==> src/design/xcpf_pkg.sv <==
// Package for the XMODEM CRC packet framer: packet size, framing constants,
// queue entry and status types, back-end phase enum and the CRC-16 byte update.
// Has no dependencies; every other design file imports it.
`timescale 1ns / 1ps

package xcpf_pkg;

  // Data bytes per packet (legal range 2 to 1024).
  localparam int PACKET_BYTES = 128;
  localparam int POS_W        = (PACKET_BYTES > 2) ? $clog2(PACKET_BYTES) : 1;

  localparam logic [15:0] CRC_POLY        = 16'h1021;
  localparam logic [7:0]  START_BYTE      = 8'h01;
  localparam logic [7:0]  FIRST_SEQ_RESET = 8'h01;

  // Queue between front and back end; the depth must be a power of two.
  localparam int QUEUE_DEPTH = 2;
  localparam int Q_PTR_W     = $clog2(QUEUE_DEPTH);
  localparam int Q_CNT_W     = $clog2(QUEUE_DEPTH + 1);

  // One classified data byte waiting for the back end.
  typedef struct packed {
    logic [7:0]  data;
    logic [7:0]  seq;
    logic [15:0] crc;
    logic        first;
    logic        last;
  } q_entry_t;

  // Queue fill status seen by both ends.
  typedef struct packed {
    logic full;
    logic empty;
  } q_status_t;

  // Byte slot that the back end emits next for the entry at the queue head.
  typedef enum logic [2:0] {
    PH_FRESH,
    PH_START,
    PH_SEQ,
    PH_NSEQ,
    PH_DATA,
    PH_CRCH,
    PH_CRCL
  } phase_t;

  // CRC-16/XMODEM update with one byte, MSB first.
  function automatic logic [15:0] crc_add_byte(input logic [15:0] crc, input logic [7:0] b);
    logic [15:0] c;
    c = crc ^ {b, 8'h00};
    for (int k = 0; k < 8; k++) begin
      c = c[15] ? ((c << 1) ^ CRC_POLY) : (c << 1);
    end
    return c;
  endfunction

endpackage

==> src/design/xcpf_front.sv <==
// Front end of the packet framer: accepts data bytes, tracks packet position,
// sequence number and running CRC, and pushes one classified entry per byte.
// Depends on xcpf_pkg.
`timescale 1ns / 1ps

module xcpf_front (
  input  logic                clk,
  input  logic                rst_n,
  input  logic                cfg_we,
  input  logic [7:0]          cfg_wdata,
  input  logic                in_tvalid,
  output logic                in_tready,
  input  logic [7:0]          in_tdata,
  input  logic                in_tuser,
  input  xcpf_pkg::q_status_t q_stat,
  output logic                push,
  output xcpf_pkg::q_entry_t  push_entry
);
  import xcpf_pkg::*;

  logic [7:0]       first_seq_r;
  logic [POS_W-1:0] pos_r, pos_nxt;
  logic [7:0]       seq_r, seq_nxt;
  logic [15:0]      crc_r, crc_nxt;
  logic             at_first, at_last;
  logic [7:0]       seq_eff;
  logic [15:0]      crc_base;

  // A byte is taken whenever the queue has room.
  assign in_tready = ~q_stat.full;
  assign push      = in_tvalid & in_tready;

  // Classify the byte and fold it into the CRC.
  assign at_first = (pos_r == '0);
  assign at_last  = (pos_r == POS_W'(PACKET_BYTES - 1));
  assign seq_eff  = (at_first && in_tuser) ? first_seq_r : seq_r;
  assign crc_base = at_first ? 16'h0000 : crc_r;
  assign crc_nxt  = crc_add_byte(crc_base, in_tdata);
  assign seq_nxt  = at_last ? (seq_eff + 8'd1) : seq_eff;
  assign pos_nxt  = at_last ? '0 : (pos_r + POS_W'(1));

  always_comb begin
    push_entry.data  = in_tdata;
    push_entry.seq   = seq_eff;
    push_entry.crc   = crc_nxt;
    push_entry.first = at_first;
    push_entry.last  = at_last;
  end

  // Configuration register.
  always_ff @(posedge clk) begin
    if (!rst_n) begin
      first_seq_r <= FIRST_SEQ_RESET;
    end else if (cfg_we) begin
      first_seq_r <= cfg_wdata;
    end
  end

  // Packet state advances on each accepted transfer.
  always_ff @(posedge clk) begin
    if (!rst_n) begin
      pos_r <= '0;
      seq_r <= FIRST_SEQ_RESET;
      crc_r <= 16'h0000;
    end else if (push) begin
      pos_r <= pos_nxt;
      seq_r <= seq_nxt;
      crc_r <= crc_nxt;
    end
  end

endmodule

==> src/design/xcpf_queue.sv <==
// Short queue of classified entries between the framer's front and back end.
// Depends on xcpf_pkg.
`timescale 1ns / 1ps

module xcpf_queue (
  input  logic                clk,
  input  logic                rst_n,
  input  logic                push,
  input  xcpf_pkg::q_entry_t  push_entry,
  input  logic                pop,
  output xcpf_pkg::q_entry_t  head,
  output xcpf_pkg::q_status_t q_stat
);
  import xcpf_pkg::*;

  q_entry_t           slot_r [QUEUE_DEPTH];
  logic [Q_PTR_W-1:0] wr_ptr_r, rd_ptr_r;
  logic [Q_CNT_W-1:0] count_r;

  assign q_stat.full  = (count_r == Q_CNT_W'(QUEUE_DEPTH));
  assign q_stat.empty = (count_r == '0);
  assign head         = slot_r[rd_ptr_r];

  // Entry storage.
  always_ff @(posedge clk) begin
    if (push) begin
      slot_r[wr_ptr_r] <= push_entry;
    end
  end

  // Pointers and fill count.
  always_ff @(posedge clk) begin
    if (!rst_n) begin
      wr_ptr_r <= '0;
      rd_ptr_r <= '0;
      count_r  <= '0;
    end else begin
      if (push) begin
        wr_ptr_r <= wr_ptr_r + Q_PTR_W'(1);
      end
      if (pop) begin
        rd_ptr_r <= rd_ptr_r + Q_PTR_W'(1);
      end
      if (push && !pop) begin
        count_r <= count_r + Q_CNT_W'(1);
      end else if (pop && !push) begin
        count_r <= count_r - Q_CNT_W'(1);
      end
    end
  end

  a_no_overflow: assert property (@(posedge clk) disable iff (!rst_n)
    q_stat.full |-> !push)
    else $error("queue written while full");

  a_no_underflow: assert property (@(posedge clk) disable iff (!rst_n)
    q_stat.empty |-> !pop)
    else $error("queue read while empty");

  a_count_bound: assert property (@(posedge clk) disable iff (!rst_n)
    count_r <= Q_CNT_W'(QUEUE_DEPTH))
    else $error("queue count out of range");

endmodule

==> src/design/xcpf_back.sv <==
// Back end of the packet framer: walks the entry at the queue head through its
// header, data and CRC bytes, one byte per transfer into the output register.
// Depends on xcpf_pkg.
`timescale 1ns / 1ps

module xcpf_back (
  input  logic                clk,
  input  logic                rst_n,
  input  xcpf_pkg::q_entry_t  head,
  input  xcpf_pkg::q_status_t q_stat,
  output logic                pop,
  output logic                out_tvalid,
  input  logic                out_tready,
  output logic [7:0]          out_tdata,
  output logic                out_tlast,
  output logic                out_tuser
);
  import xcpf_pkg::*;

  phase_t     phase_r, phase_nxt;
  phase_t     phase_eff;
  logic       load, emit, final_byte;
  logic [7:0] byte_sel;
  logic       out_valid_r;
  logic [7:0] out_byte_r;
  logic       out_end_r, out_run_r;

  // The output register takes a new byte when empty or being drained.
  assign load = ~out_valid_r | out_tready;
  assign emit = load & ~q_stat.empty;
  assign pop  = emit & final_byte;

  // A fresh head starts at the header or directly at its data byte.
  assign phase_eff = (phase_r == PH_FRESH) ? (head.first ? PH_START : PH_DATA) : phase_r;

  // Next phase.
  always_comb begin
    phase_nxt = phase_r;
    if (emit) begin
      if (final_byte) begin
        phase_nxt = PH_FRESH;
      end else begin
        unique case (phase_eff)
          PH_START: phase_nxt = PH_SEQ;
          PH_SEQ:   phase_nxt = PH_NSEQ;
          PH_NSEQ:  phase_nxt = PH_DATA;
          PH_DATA:  phase_nxt = PH_CRCH;
          PH_CRCH:  phase_nxt = PH_CRCL;
          default:  phase_nxt = PH_FRESH;
        endcase
      end
    end
  end

  // Byte and flags for the current phase.
  always_comb begin
    byte_sel   = head.data;
    final_byte = 1'b0;
    unique case (phase_eff)
      PH_START: byte_sel = START_BYTE;
      PH_SEQ:   byte_sel = head.seq;
      PH_NSEQ:  byte_sel = ~head.seq;
      PH_DATA: begin
        byte_sel   = head.data;
        final_byte = ~head.last;
      end
      PH_CRCH:  byte_sel = head.crc[15:8];
      PH_CRCL: begin
        byte_sel   = head.crc[7:0];
        final_byte = 1'b1;
      end
      default: begin
        byte_sel   = head.data;
        final_byte = 1'b1;
      end
    endcase
  end

  always_ff @(posedge clk) begin
    if (!rst_n) begin
      phase_r <= PH_FRESH;
    end else begin
      phase_r <= phase_nxt;
    end
  end

  // Output register.
  always_ff @(posedge clk) begin
    if (!rst_n) begin
      out_valid_r <= 1'b0;
    end else if (load) begin
      out_valid_r <= ~q_stat.empty;
    end
  end

  always_ff @(posedge clk) begin
    if (emit) begin
      out_byte_r <= byte_sel;
      out_end_r  <= (phase_eff == PH_CRCL);
      out_run_r  <= final_byte;
    end
  end

  assign out_tvalid = out_valid_r;
  assign out_tdata  = out_byte_r;
  assign out_tlast  = out_end_r;
  assign out_tuser  = out_run_r;

  a_end_is_run_end: assert property (@(posedge clk) disable iff (!rst_n)
    (out_tvalid && out_tlast) |-> out_tuser)
    else $error("packet end not marked as last byte of its run");

  a_busy_has_head: assert property (@(posedge clk) disable iff (!rst_n)
    (phase_r != PH_FRESH) |-> !q_stat.empty)
    else $error("back end mid-entry with empty queue");

  a_crc_only_on_last: assert property (@(posedge clk) disable iff (!rst_n)
    (phase_r == PH_CRCH || phase_r == PH_CRCL) |-> head.last)
    else $error("CRC bytes emitted for an entry that does not close a packet");

endmodule

==> src/design/xmodem_crc_packet_framer_top.sv <==
// Top level of the XMODEM CRC packet framer: front end, entry queue, back end.
// Depends on xcpf_pkg, xcpf_front, xcpf_queue and xcpf_back.
`timescale 1ns / 1ps

// Usage:
// The input stream carries one firmware byte per transfer in in_tdata, with
// in_tuser set to restart the sequence at first_sequence; that flag counts only
// on the first byte of a packet. cfg_we with cfg_wdata writes first_sequence.
// The output stream carries the framed bytes in out_tdata: start byte, sequence
// number and its complement before each packet's first data byte, and the
// CRC-16 high then low byte after its last. out_tuser marks the last byte caused
// by one input transfer; out_tlast marks the CRC low byte closing a packet.
// The first output byte of an input transfer passes through the queue and then
// the back end's output register. The back end gives one output byte per cycle
// while the receiver is ready and the queue holds an entry, set by its single
// output register; the first and last transfers of a packet add header and CRC
// bytes, so a packet of 128 data bytes yields 133 output bytes.
// Reset (rst_n low, synchronous) clears the packet position, the CRC and the
// queue, and sets the sequence number and first_sequence to 1.
// When the receiver stalls, the output byte holds and the two-entry queue
// fills; in_tready then drops until the back end drains an entry.

module xmodem_crc_packet_framer_top (
  input  logic       clk,
  input  logic       rst_n,
  input  logic       cfg_we,
  input  logic [7:0] cfg_wdata,   // first_sequence
  input  logic       in_tvalid,
  output logic       in_tready,
  input  logic [7:0] in_tdata,    // [7:0] data_byte
  input  logic       in_tuser,    // [0] new_image
  output logic       out_tvalid,
  input  logic       out_tready,
  output logic [7:0] out_tdata,   // [7:0] frame_byte
  output logic       out_tlast,   // packet_end
  output logic       out_tuser    // [0] last_of_run
);
  import xcpf_pkg::*;

  q_status_t q_stat;
  q_entry_t  push_entry, head;
  logic      push, pop;

  xcpf_front u_front (
    .clk        (clk),
    .rst_n      (rst_n),
    .cfg_we     (cfg_we),
    .cfg_wdata  (cfg_wdata),
    .in_tvalid  (in_tvalid),
    .in_tready  (in_tready),
    .in_tdata   (in_tdata),
    .in_tuser   (in_tuser),
    .q_stat     (q_stat),
    .push       (push),
    .push_entry (push_entry)
  );

  xcpf_queue u_queue (
    .clk        (clk),
    .rst_n      (rst_n),
    .push       (push),
    .push_entry (push_entry),
    .pop        (pop),
    .head       (head),
    .q_stat     (q_stat)
  );

  xcpf_back u_back (
    .clk        (clk),
    .rst_n      (rst_n),
    .head       (head),
    .q_stat     (q_stat),
    .pop        (pop),
    .out_tvalid (out_tvalid),
    .out_tready (out_tready),
    .out_tdata  (out_tdata),
    .out_tlast  (out_tlast),
    .out_tuser  (out_tuser)
  );

endmodule
==> config.mk <==
export PLATFORM = sky130hd
export DESIGN_NAME = xmodem_crc_packet_framer_top
export DESIGN_NICKNAME = d
export VERILOG_FILES = /design/src/design/xcpf_pkg.sv /design/src/design/xcpf_front.sv /design/src/design/xcpf_queue.sv /design/src/design/xcpf_back.sv /design/src/design/xmodem_crc_packet_framer_top.sv
export SDC_FILE = /design/constraint.sdc
export NUM_CORES = 1
export LEC_CHECK = 0
export BUFFER_PORTS_ARGS = -buffer_cell sky130_fd_sc_hd__clkbuf_2
export CELL_PAD_IN_SITES_DETAIL_PLACEMENT = 0
export CELL_PAD_IN_SITES_GLOBAL_PLACEMENT = 1
export CORE_UTILIZATION = 44
export DETAILED_ROUTE_END_ITERATION = 8
export PLACE_DENSITY = 0.82
export SKIP_CTS_REPAIR_TIMING = 1
export SYNTH_ARGS = -nofsm -noshare
export SYNTH_HDL_FRONTEND = slang
export SYNTH_SLANG_ARGS = --single-unit
==> constraint.sdc <==
create_clock -name clk -period 2.6 [get_ports clk]
set_input_delay 0.13 -clock clk [delete_from_list [all_inputs] [get_ports clk]]
set_output_delay 0.13 -clock clk [all_outputs]
set_load 0.05 [all_outputs]
==> run_summary.xml, run 1 <==
<?xml version="1.0" encoding="UTF-8"?>
<metrics>
  <group name="clock_tree">
    <metric name="h_tree_levels" unit="">4</metric>
    <metric name="ctsLongestPathBuffers" unit="">2</metric>
    <metric name="numClockSinks" unit="">126</metric>
    <metric name="cts_inserted_buffers" unit="">17</metric>
    <metric name="tritoncts" unit="">yes</metric>
    <metric name="reg_clk_slew_reported_paths" unit="ps">50</metric>
    <metric name="clock_latency" unit="ps">420</metric>
    <metric name="cts_root_buffer" unit="">sky130_fd_sc_hd__clkbuf_16</metric>
  </group>
  <group name="yosys">
    <metric name="synth_async_sr_flop_share" unit="">0</metric>
    <metric name="netlist_top_cells_area" unit="">sky130_fd_sc_hd__edfxtp_1 (40%), sky130_fd_sc_hd__dfxtp_1 (17%), sky130_fd_sc_hd__mux2i_1 (7.4%), sky130_fd_sc_hd__xnor2_1 (5.6%), sky130_fd_sc_hd__nand2_1 (3.6%)</metric>
    <metric name="synth_top_area_frac" unit="">0.404</metric>
    <metric name="postSynthAreaPerCell" unit="µm²">11.5</metric>
    <metric name="post_synthesis_cell_type_with_the_largest_combined_area" unit="">sky130_fd_sc_hd__edfxtp_1</metric>
    <metric name="yosysMostFrequentCell" unit="">sky130_fd_sc_hd__edfxtp_1</metric>
    <metric name="synthesis.area" unit="µm²">5800</metric>
    <metric name="ys_top_cells_by_count" unit="">sky130_fd_sc_hd__edfxtp_1 (78), sky130_fd_sc_hd__nand2_1 (55), sky130_fd_sc_hd__dfxtp_1 (48)</metric>
    <metric name="synthesis.yosys.warnings" unit="">0</metric>
    <metric name="synth.ff_latch_count" unit="">126</metric>
    <metric name="syn-num-nets" unit="">528</metric>
    <metric name="number_of_cells_produced_by_synthesis" unit="">502</metric>
    <metric name="main_flop_type_after_synthesis" unit="">sky130_fd_sc_hd__edfxtp_1</metric>
    <metric name="post_synth_num_cell_types" unit="">56</metric>
    <metric name="synth_enable_flop_cells" unit="">78</metric>
    <metric name="synth_seq_area_share" unit="">0.570</metric>
  </group>
  <group name="power">
    <metric name="ir_worst_vdd" unit="µV">371</metric>
    <metric name="power_density" unit="nW/µm²">1120</metric>
    <metric name="power.total" unit="mW">7.76</metric>
    <metric name="total_leakage_power" unit="nW">2.55</metric>
  </group>
  <group name="timing">
    <metric name="max_slew.worst_pin.slew" unit="ps">882</metric>
    <metric name="unrepaired_setup_endpoints_after_global_routing" unit="">false</metric>
    <metric name="hold_viol" unit="">1</metric>
    <metric name="finClkSkew" unit="ps">6.94</metric>
    <metric name="final.min_clock_period" unit="ps">2330</metric>
    <metric name="timing.final.max_slew_violations" unit="">0</metric>
    <metric name="timing.setup.tns" unit="ps">0</metric>
    <metric name="max_slew_headroom" unit="">0.411</metric>
    <metric name="setup_viol" unit="">0</metric>
    <metric name="timing.final.crit_share" unit="">0.896</metric>
    <metric name="worst_hold_slack" unit="ps">-58.8</metric>
    <metric name="max_freq" unit="MHz">429</metric>
  </group>
  <group name="global_route">
    <metric name="first_global_vias" unit="">3799</metric>
    <metric name="grt.overflow.total" unit="">0</metric>
    <metric name="grt_pass1_wl" unit="µm">19600</metric>
    <metric name="antenna_found_initial" unit="">0</metric>
    <metric name="grt_max_degree" unit="">35</metric>
    <metric name="globalRouteTotalUtil" unit="">0.198</metric>
  </group>
  <group name="finish">
    <metric name="area_growth_syn_to_layout" unit="%">19.9</metric>
    <metric name="nNetsFinal" unit="">580</metric>
    <metric name="register_area" unit="µm²">3310</metric>
    <metric name="finish.utilization" unit="">0.547</metric>
    <metric name="num_antenna_cells" unit="">0</metric>
    <metric name="multi_input_area" unit="µm²">2350</metric>
    <metric name="share_of_layout_cells_above_drive_strength_1" unit="">0.189</metric>
    <metric name="fin_cells" unit="">739</metric>
    <metric name="final_area" unit="µm²">6950</metric>
    <metric name="num-fill-cells" unit="">1118</metric>
  </group>
  <group name="outcome">
    <metric name="run_status" unit="">finished, violations left</metric>
    <metric name="violations" unit="">negative hold slack</metric>
  </group>
  <group name="placement">
    <metric name="port_buffers" unit="">33</metric>
    <metric name="placed_cell_area" unit="µm²">6180</metric>
    <metric name="hpwl" unit="µm">8060</metric>
    <metric name="routabilityCongestion" unit="">0.816</metric>
    <metric name="numPlacedInstances" unit="">695</metric>
  </group>
  <group name="run">
    <metric name="max_cap_violations" unit="">0</metric>
  </group>
  <group name="route">
    <metric name="detail_route_antenna_nets" unit="">0</metric>
    <metric name="drt_pre_antenna_iters" unit="">4</metric>
    <metric name="detail_route.wl_per_cell" unit="µm">16.9</metric>
    <metric name="drtIter0Drc" unit="">304</metric>
    <metric name="vias_per_cell" unit="">5.30</metric>
    <metric name="post-route-drc-count" unit="">0</metric>
    <metric name="wl" unit="µm">12500</metric>
    <metric name="vias" unit="">3920</metric>
  </group>
  <group name="floorplanning">
    <metric name="die_x" unit="µm">117</metric>
    <metric name="placeableCoreArea" unit="µm²">12700</metric>
    <metric name="placement_rows" unit="">41</metric>
    <metric name="initial_utilization" unit="">0.456</metric>
    <metric name="top_level_ports" unit="">34</metric>
    <metric name="design.die.area" unit="µm²">13600</metric>
    <metric name="die-height" unit="µm">117</metric>
  </group>
  <group name="setup_path">
    <metric name="critical_path.max_fanout" unit="">4</metric>
    <metric name="worst-endpoint-required" unit="ps">2900</metric>
    <metric name="criticalPathCategory" unit="">reg -&gt; reg</metric>
    <metric name="worst_setup_end_kind" unit="">flip-flop</metric>
    <metric name="worst_ep_arrival_time" unit="ps">2630</metric>
    <metric name="timing.critical_path.from_type" unit="">flip-flop</metric>
  </group>
  <group name="min_path">
    <metric name="min-delay-path-class" unit="">in -&gt; reg</metric>
  </group>
</metrics>
## cells by family after synthesis
kind of cell,Yosys count,synth area share
AND/OR/NAND/NOR,136,0.113
flip-flops,126,0.570
AO/OA/AOI/OAI,99,0.111
XOR/XNOR,56,0.0930
multiplexers,45,0.0781
buffers and inverters,36,0.0263
adder cells (fa/ha/maj),4,0.00863
## worst paths after layout
kind,end,start,cells past startpoint,slack [ps]
setup reg to reg,u_front.seq_r[6],u_front.pos_r[0],11,270
setup / recovery,u_front.seq_r[6],u_front.pos_r[0],11,270
hold / removal,u_front.first_seq_r[3],cfg_wdata[3],3,-60
hold reg to reg,u_front.crc_r[8],u_front.crc_r[8],2,470
## per-stage QoR
step,hold WS (ps),worst slack (ps)
6_report,-58.8,270
5_1_grt,6.35,30.4
4_1_cts,-92.1,233
3_5_place_dp,353,277
3_3_place_gp,349,345
2_1_floorplan,229,56.4
## state kept, by name, summed over array words and instances, names as in the netlist, named ones only
| name | count |
|---|---|
| u_back.out_tuser | 1 |
| u_queue.count_r | 2 |
| u_queue.wr_ptr_r | 1 |
| u_back.out_tvalid | 1 |
| u_front.crc_r | 16 |
| u_back.out_tdata | 8 |
| u_queue.rd_ptr_r | 1 |
| u_back.phase_r | 3 |
| u_queue.slot_r | 68 |
| u_back.out_tlast | 1 |
| u_front.first_seq_r | 8 |
| u_front.seq_r | 8 |
| u_front.pos_r | 7 |
## per-layer routing
layer / up-vias / track usage / share of wire
met1: 1885 / 0.246 / 0.44
met4: 0 / 0.0810 / 0.016
met2: 97 / 0.330 / 0.49
met3: 17 / 0.0520 / 0.052
met5: - / 0 / 0
li1: 1921 / - / -
## power by group
part           leakage, nW  internal (mW)  switching, mW
logic                 1.11          0.810           1.43
registers             1.13           2.69          0.222
clock network        0.310           1.73          0.870
## critical path: stages, from the launching register on
cell	delay, ps
sky130_fd_sc_hd__dfxtp_2	340
sky130_fd_sc_hd__inv_1	80
sky130_fd_sc_hd__ha_1	140
sky130_fd_sc_hd__nor2b_1	170
sky130_fd_sc_hd__and3_4	210
sky130_fd_sc_hd__mux2_2	370
sky130_fd_sc_hd__ha_1	220
sky130_fd_sc_hd__and3_1	200
sky130_fd_sc_hd__nand2_1	100
sky130_fd_sc_hd__nor3_1	50
sky130_fd_sc_hd__o31ai_1	260
sky130_fd_sc_hd__a21oi_1	60
## layout make-up
cell class	instances	area share
Multi-Input combinational cell	340	0.338
Tap cell	172	0.0310
Timing Repair Buffer	59	0.0561
Clock inverter	13	0.0306
Clock buffer	19	0.0637
Sequential cell	126	0.475
Inverter	10	0.00540
## cell usage in the layout, fill, tap and decap left out, types with 5 or more instances in the layout
master and instances:
sky130_fd_sc_hd__a21oi_1 28, sky130_fd_sc_hd__a31o_2 5, sky130_fd_sc_hd__and3_1 7, sky130_fd_sc_hd__buf_4 14, sky130_fd_sc_hd__bufinv_16 5, sky130_fd_sc_hd__clkbuf_16 17
sky130_fd_sc_hd__clkbuf_2 33, sky130_fd_sc_hd__dfxtp_1 46, sky130_fd_sc_hd__dlygate4sd3_1 12, sky130_fd_sc_hd__edfxtp_1 78, sky130_fd_sc_hd__inv_1 8, sky130_fd_sc_hd__mux2i_1 43
sky130_fd_sc_hd__nand2_1 55, sky130_fd_sc_hd__nand3_1 10, sky130_fd_sc_hd__nand4_1 5, sky130_fd_sc_hd__nor2_1 29, sky130_fd_sc_hd__nor2b_1 6, sky130_fd_sc_hd__nor3_1 7
sky130_fd_sc_hd__o211ai_1 5, sky130_fd_sc_hd__o21ai_0 24, sky130_fd_sc_hd__o21ba_2 9, sky130_fd_sc_hd__o22ai_1 8, sky130_fd_sc_hd__xnor2_1 37, sky130_fd_sc_hd__xor2_1 15
Note: power is estimated with default switching activity, not from simulation.
==> inputs of run 2 (changes only) <==
--- a/config.mk
+++ b/config.mk
@@ -6,11 +6,13 @@
 export NUM_CORES = 1
 export LEC_CHECK = 0
 export BUFFER_PORTS_ARGS = -buffer_cell sky130_fd_sc_hd__clkbuf_2
+export CAP_MARGIN = 10
 export CELL_PAD_IN_SITES_DETAIL_PLACEMENT = 0
 export CELL_PAD_IN_SITES_GLOBAL_PLACEMENT = 1
 export CORE_UTILIZATION = 44
 export DETAILED_ROUTE_END_ITERATION = 8
 export PLACE_DENSITY = 0.82
+export REMOVE_ABC_BUFFERS = 1
 export SKIP_CTS_REPAIR_TIMING = 1
 export SYNTH_ARGS = -nofsm -noshare
 export SYNTH_HDL_FRONTEND = slang
==> run_summary.xml, run 2 (same netlist as run 1, synthesis figures left out) <==
<?xml version="1.0" encoding="UTF-8"?>
<metrics>
  <group name="outcome">
    <metric name="run_status" unit="">finished, final reports clean</metric>
  </group>
  <group name="timing">
    <metric name="timing.final.max_slew_violations" unit="">0</metric>
    <metric name="hold_viol" unit="">0</metric>
    <metric name="max_freq" unit="MHz">414</metric>
    <metric name="final.min_clock_period" unit="ps">2420</metric>
    <metric name="setup_viol" unit="">0</metric>
    <metric name="worst_hold_slack" unit="ps">20.4</metric>
    <metric name="timing.setup.tns" unit="ps">0</metric>
    <metric name="finClkSkew" unit="ps">11.6</metric>
    <metric name="unrepaired_setup_endpoints_after_global_routing" unit="">false</metric>
    <metric name="max_slew.worst_pin.slew" unit="ps">864</metric>
    <metric name="timing.final.crit_share" unit="">0.929</metric>
    <metric name="max_slew_headroom" unit="">0.423</metric>
  </group>
  <group name="setup_path">
    <metric name="timing.critical_path.from_type" unit="">flip-flop</metric>
    <metric name="worst_path_largest_cell_delay" unit="ps">390</metric>
    <metric name="worst_path_max_delay_cell" unit="">sky130_fd_sc_hd__mux2_2</metric>
    <metric name="ff2ff_path_depth" unit="">11</metric>
    <metric name="path_delay_family" unit="">simple AND/OR/NAND/NOR gates</metric>
    <metric name="reg2reg_from" unit="">u_front.pos_r[0]</metric>
    <metric name="worst_ep_arrival_time" unit="ps">2710</metric>
    <metric name="worstPathBufferInverterCount" unit="">1</metric>
    <metric name="crit_top_cell" unit="">sky130_fd_sc_hd__ha_1</metric>
    <metric name="criticalPathCategory" unit="">reg -&gt; reg</metric>
    <metric name="critical_path.cell_chain" unit="">inv_1 -&gt; ha_1 -&gt; nor2b_1 -&gt; and3_4 -&gt; mux2_2 -&gt; ha_1 -&gt; and3_1 -&gt; nand2_1 -&gt; nor3_1 -&gt; o31ai_1 -&gt; a21oi_1</metric>
    <metric name="crit-reg2reg-capture" unit="">u_front.seq_r[6]</metric>
    <metric name="rrSetupSlack" unit="ps">180</metric>
    <metric name="worst_setup_end_kind" unit="">flip-flop</metric>
    <metric name="worst-endpoint-required" unit="ps">2900</metric>
    <metric name="critical_path.max_fanout" unit="">13</metric>
  </group>
  <group name="global_route">
    <metric name="antenna_found_initial" unit="">0</metric>
    <metric name="first_global_vias" unit="">3693</metric>
    <metric name="grt.overflow.total" unit="">0</metric>
    <metric name="grt_pass1_wl" unit="µm">19100</metric>
    <metric name="grt_max_degree" unit="">35</metric>
    <metric name="globalRouteTotalUtil" unit="">0.192</metric>
  </group>
  <group name="clock_tree">
    <metric name="h_tree_levels" unit="">4</metric>
    <metric name="cts_root_buffer" unit="">sky130_fd_sc_hd__clkbuf_16</metric>
    <metric name="cts_inserted_buffers" unit="">17</metric>
    <metric name="ctsLongestPathBuffers" unit="">2</metric>
    <metric name="tritoncts" unit="">yes</metric>
    <metric name="reg_clk_slew_reported_paths" unit="ps">50</metric>
    <metric name="numClockSinks" unit="">126</metric>
    <metric name="clock_latency" unit="ps">410</metric>
  </group>
  <group name="finish">
    <metric name="largest_registers" unit="">u_queue.slot_r (68), u_front.crc_r (16)</metric>
    <metric name="final_area" unit="µm²">6860</metric>
    <metric name="multi_input_area" unit="µm²">2340</metric>
    <metric name="layout.cells.most_common" unit="">sky130_fd_sc_hd__edfxtp_1</metric>
    <metric name="area_growth_syn_to_layout" unit="%">18.3</metric>
    <metric name="layout.cells.most_common_list" unit="">sky130_fd_sc_hd__edfxtp_1 (78), sky130_fd_sc_hd__nand2_1 (55), sky130_fd_sc_hd__dfxtp_1 (47), sky130_fd_sc_hd__mux2i_1 (43), sky130_fd_sc_hd__xnor2_1 (37)</metric>
    <metric name="register_area" unit="µm²">3300</metric>
    <metric name="nNetsFinal" unit="">583</metric>
    <metric name="share_of_layout_cells_above_drive_strength_1" unit="">0.181</metric>
    <metric name="num_antenna_cells" unit="">0</metric>
    <metric name="num-fill-cells" unit="">1097</metric>
    <metric name="largest_register_ffs" unit="">68</metric>
    <metric name="top_register" unit="">u_queue.slot_r</metric>
    <metric name="finish.utilization" unit="">0.539</metric>
  </group>
  <group name="floorplanning">
    <metric name="die-height" unit="µm">117</metric>
    <metric name="placement_rows" unit="">41</metric>
    <metric name="design.die.area" unit="µm²">13600</metric>
    <metric name="placeableCoreArea" unit="µm²">12700</metric>
    <metric name="top_level_ports" unit="">34</metric>
    <metric name="initial_utilization" unit="">0.456</metric>
    <metric name="die_x" unit="µm">117</metric>
  </group>
  <group name="route">
    <metric name="vias" unit="">3983</metric>
    <metric name="detail_route.wl_per_cell" unit="µm">16.7</metric>
    <metric name="drt_pre_antenna_iters" unit="">5</metric>
    <metric name="drtIter0Drc" unit="">397</metric>
    <metric name="wl" unit="µm">12400</metric>
    <metric name="post-route-drc-count" unit="">0</metric>
    <metric name="vias_per_cell" unit="">5.37</metric>
    <metric name="detail_route_antenna_nets" unit="">0</metric>
  </group>
  <group name="power">
    <metric name="total_leakage_power" unit="nW">2.51</metric>
    <metric name="ir_worst_vdd" unit="µV">498</metric>
    <metric name="power_density" unit="nW/µm²">1070</metric>
    <metric name="power.total" unit="mW">7.34</metric>
  </group>
  <group name="run">
    <metric name="max_cap_violations" unit="">0</metric>
  </group>
  <group name="placement">
    <metric name="placed_cell_area" unit="µm²">6190</metric>
    <metric name="port_buffers" unit="">33</metric>
    <metric name="routabilityCongestion" unit="">0.841</metric>
    <metric name="hpwl" unit="µm">8300</metric>
  </group>
  <group name="min_path">
    <metric name="holdPathStages" unit="">1</metric>
    <metric name="min_to" unit="">u_queue.slot_r[0][31]</metric>
    <metric name="worst_hold_startpoint" unit="">in_tdata[5]</metric>
    <metric name="min-delay-path-class" unit="">in -&gt; reg</metric>
  </group>
</metrics>
[run 2: cell types whose count changed in the layout (fill, tap and decap cells not counted), sizes merged]
| cell | before | now |
|---|---|---|
| buf | 14 | 16 |
| bufinv | 5 | 1 |
| clkbuf | 52 | 57 |
| clkinv | 4 | 6 |
| clkinvlp | 3 | 2 |
| dlygate4sd3 | 12 | 13 |
| inv | 11 | 9 |
[run 2: layer usage]
| metal | wire, µm | track usage | vias to the layer above | part of all wire |
|---|---|---|---|---|
| met2 | 6170 | 0.310 | 115 | 0.50 |
| met1 | 5500 | 0.246 | 1928 | 0.44 |
| li1 | - | - | 1930 | - |
| met3 | 628 | 0.0474 | 10 | 0.051 |
| met5 | 0 | 0 | - | 0 |
| met4 | 105 | 0.0844 | 0 | 0.0085 |
[run 2: cell type report]
type | count | area share
Tap cell | 172 | 0.0314
Sequential cell | 126 | 0.482
Multi-Input combinational cell | 340 | 0.342
Inverter | 10 | 0.00547
Clock inverter | 8 | 0.0100
Timing Repair Buffer | 62 | 0.0606
Clock buffer | 24 | 0.0688
[run 2: stage by stage]
| stage | setup slack, ps | std cells |
|---|---|---|
| 2_1_floorplan | -894 | 476 |
| 3_3_place_gp | 256 | 697 |
| 3_5_place_dp | 195 | 697 |
| 4_1_cts | 187 | 729 |
| 5_1_grt | 54.1 | 742 |
| 6_report | 185 | 742 |
[run 2: power breakdown]
| group | internal (mW) | switching (mW) | total [mW] |
|---|---|---|---|
| sequential | 2.70 | 0.228 | 2.92 |
| clock | 1.35 | 0.796 | 2.15 |
| combinational | 0.828 | 1.44 | 2.27 |
[run 2: worst max path at each step]
stage | depth (start not counted) | from | to | slack [ps]
floorplan | 3 | u_queue.count_r[0] | u_queue.slot_r[0][0] | -890
global placement | 11 | u_front.pos_r[0] | u_front.seq_r[6] | 260
detailed placement | 11 | u_front.pos_r[0] | u_front.seq_r[6] | 200
CTS | 11 | u_front.pos_r[0] | u_front.seq_r[6] | 190
global route | 11 | u_front.pos_r[0] | u_front.seq_r[6] | 50
finish | 11 | u_front.pos_r[0] | u_front.seq_r[6] | 180
[run 2: worst register-to-register path, cell delays in order (launching register included)]
cell                      delay, ps
sky130_fd_sc_hd__dfxtp_1        330
sky130_fd_sc_hd__inv_1          100
sky130_fd_sc_hd__ha_1           140
sky130_fd_sc_hd__nor2b_1        170
sky130_fd_sc_hd__and3_4         310
sky130_fd_sc_hd__mux2_2         390
sky130_fd_sc_hd__ha_1           220
sky130_fd_sc_hd__and3_1         200
sky130_fd_sc_hd__nand2_1        110
sky130_fd_sc_hd__nor3_1          60
sky130_fd_sc_hd__o31ai_1        230
sky130_fd_sc_hd__a21oi_1         60
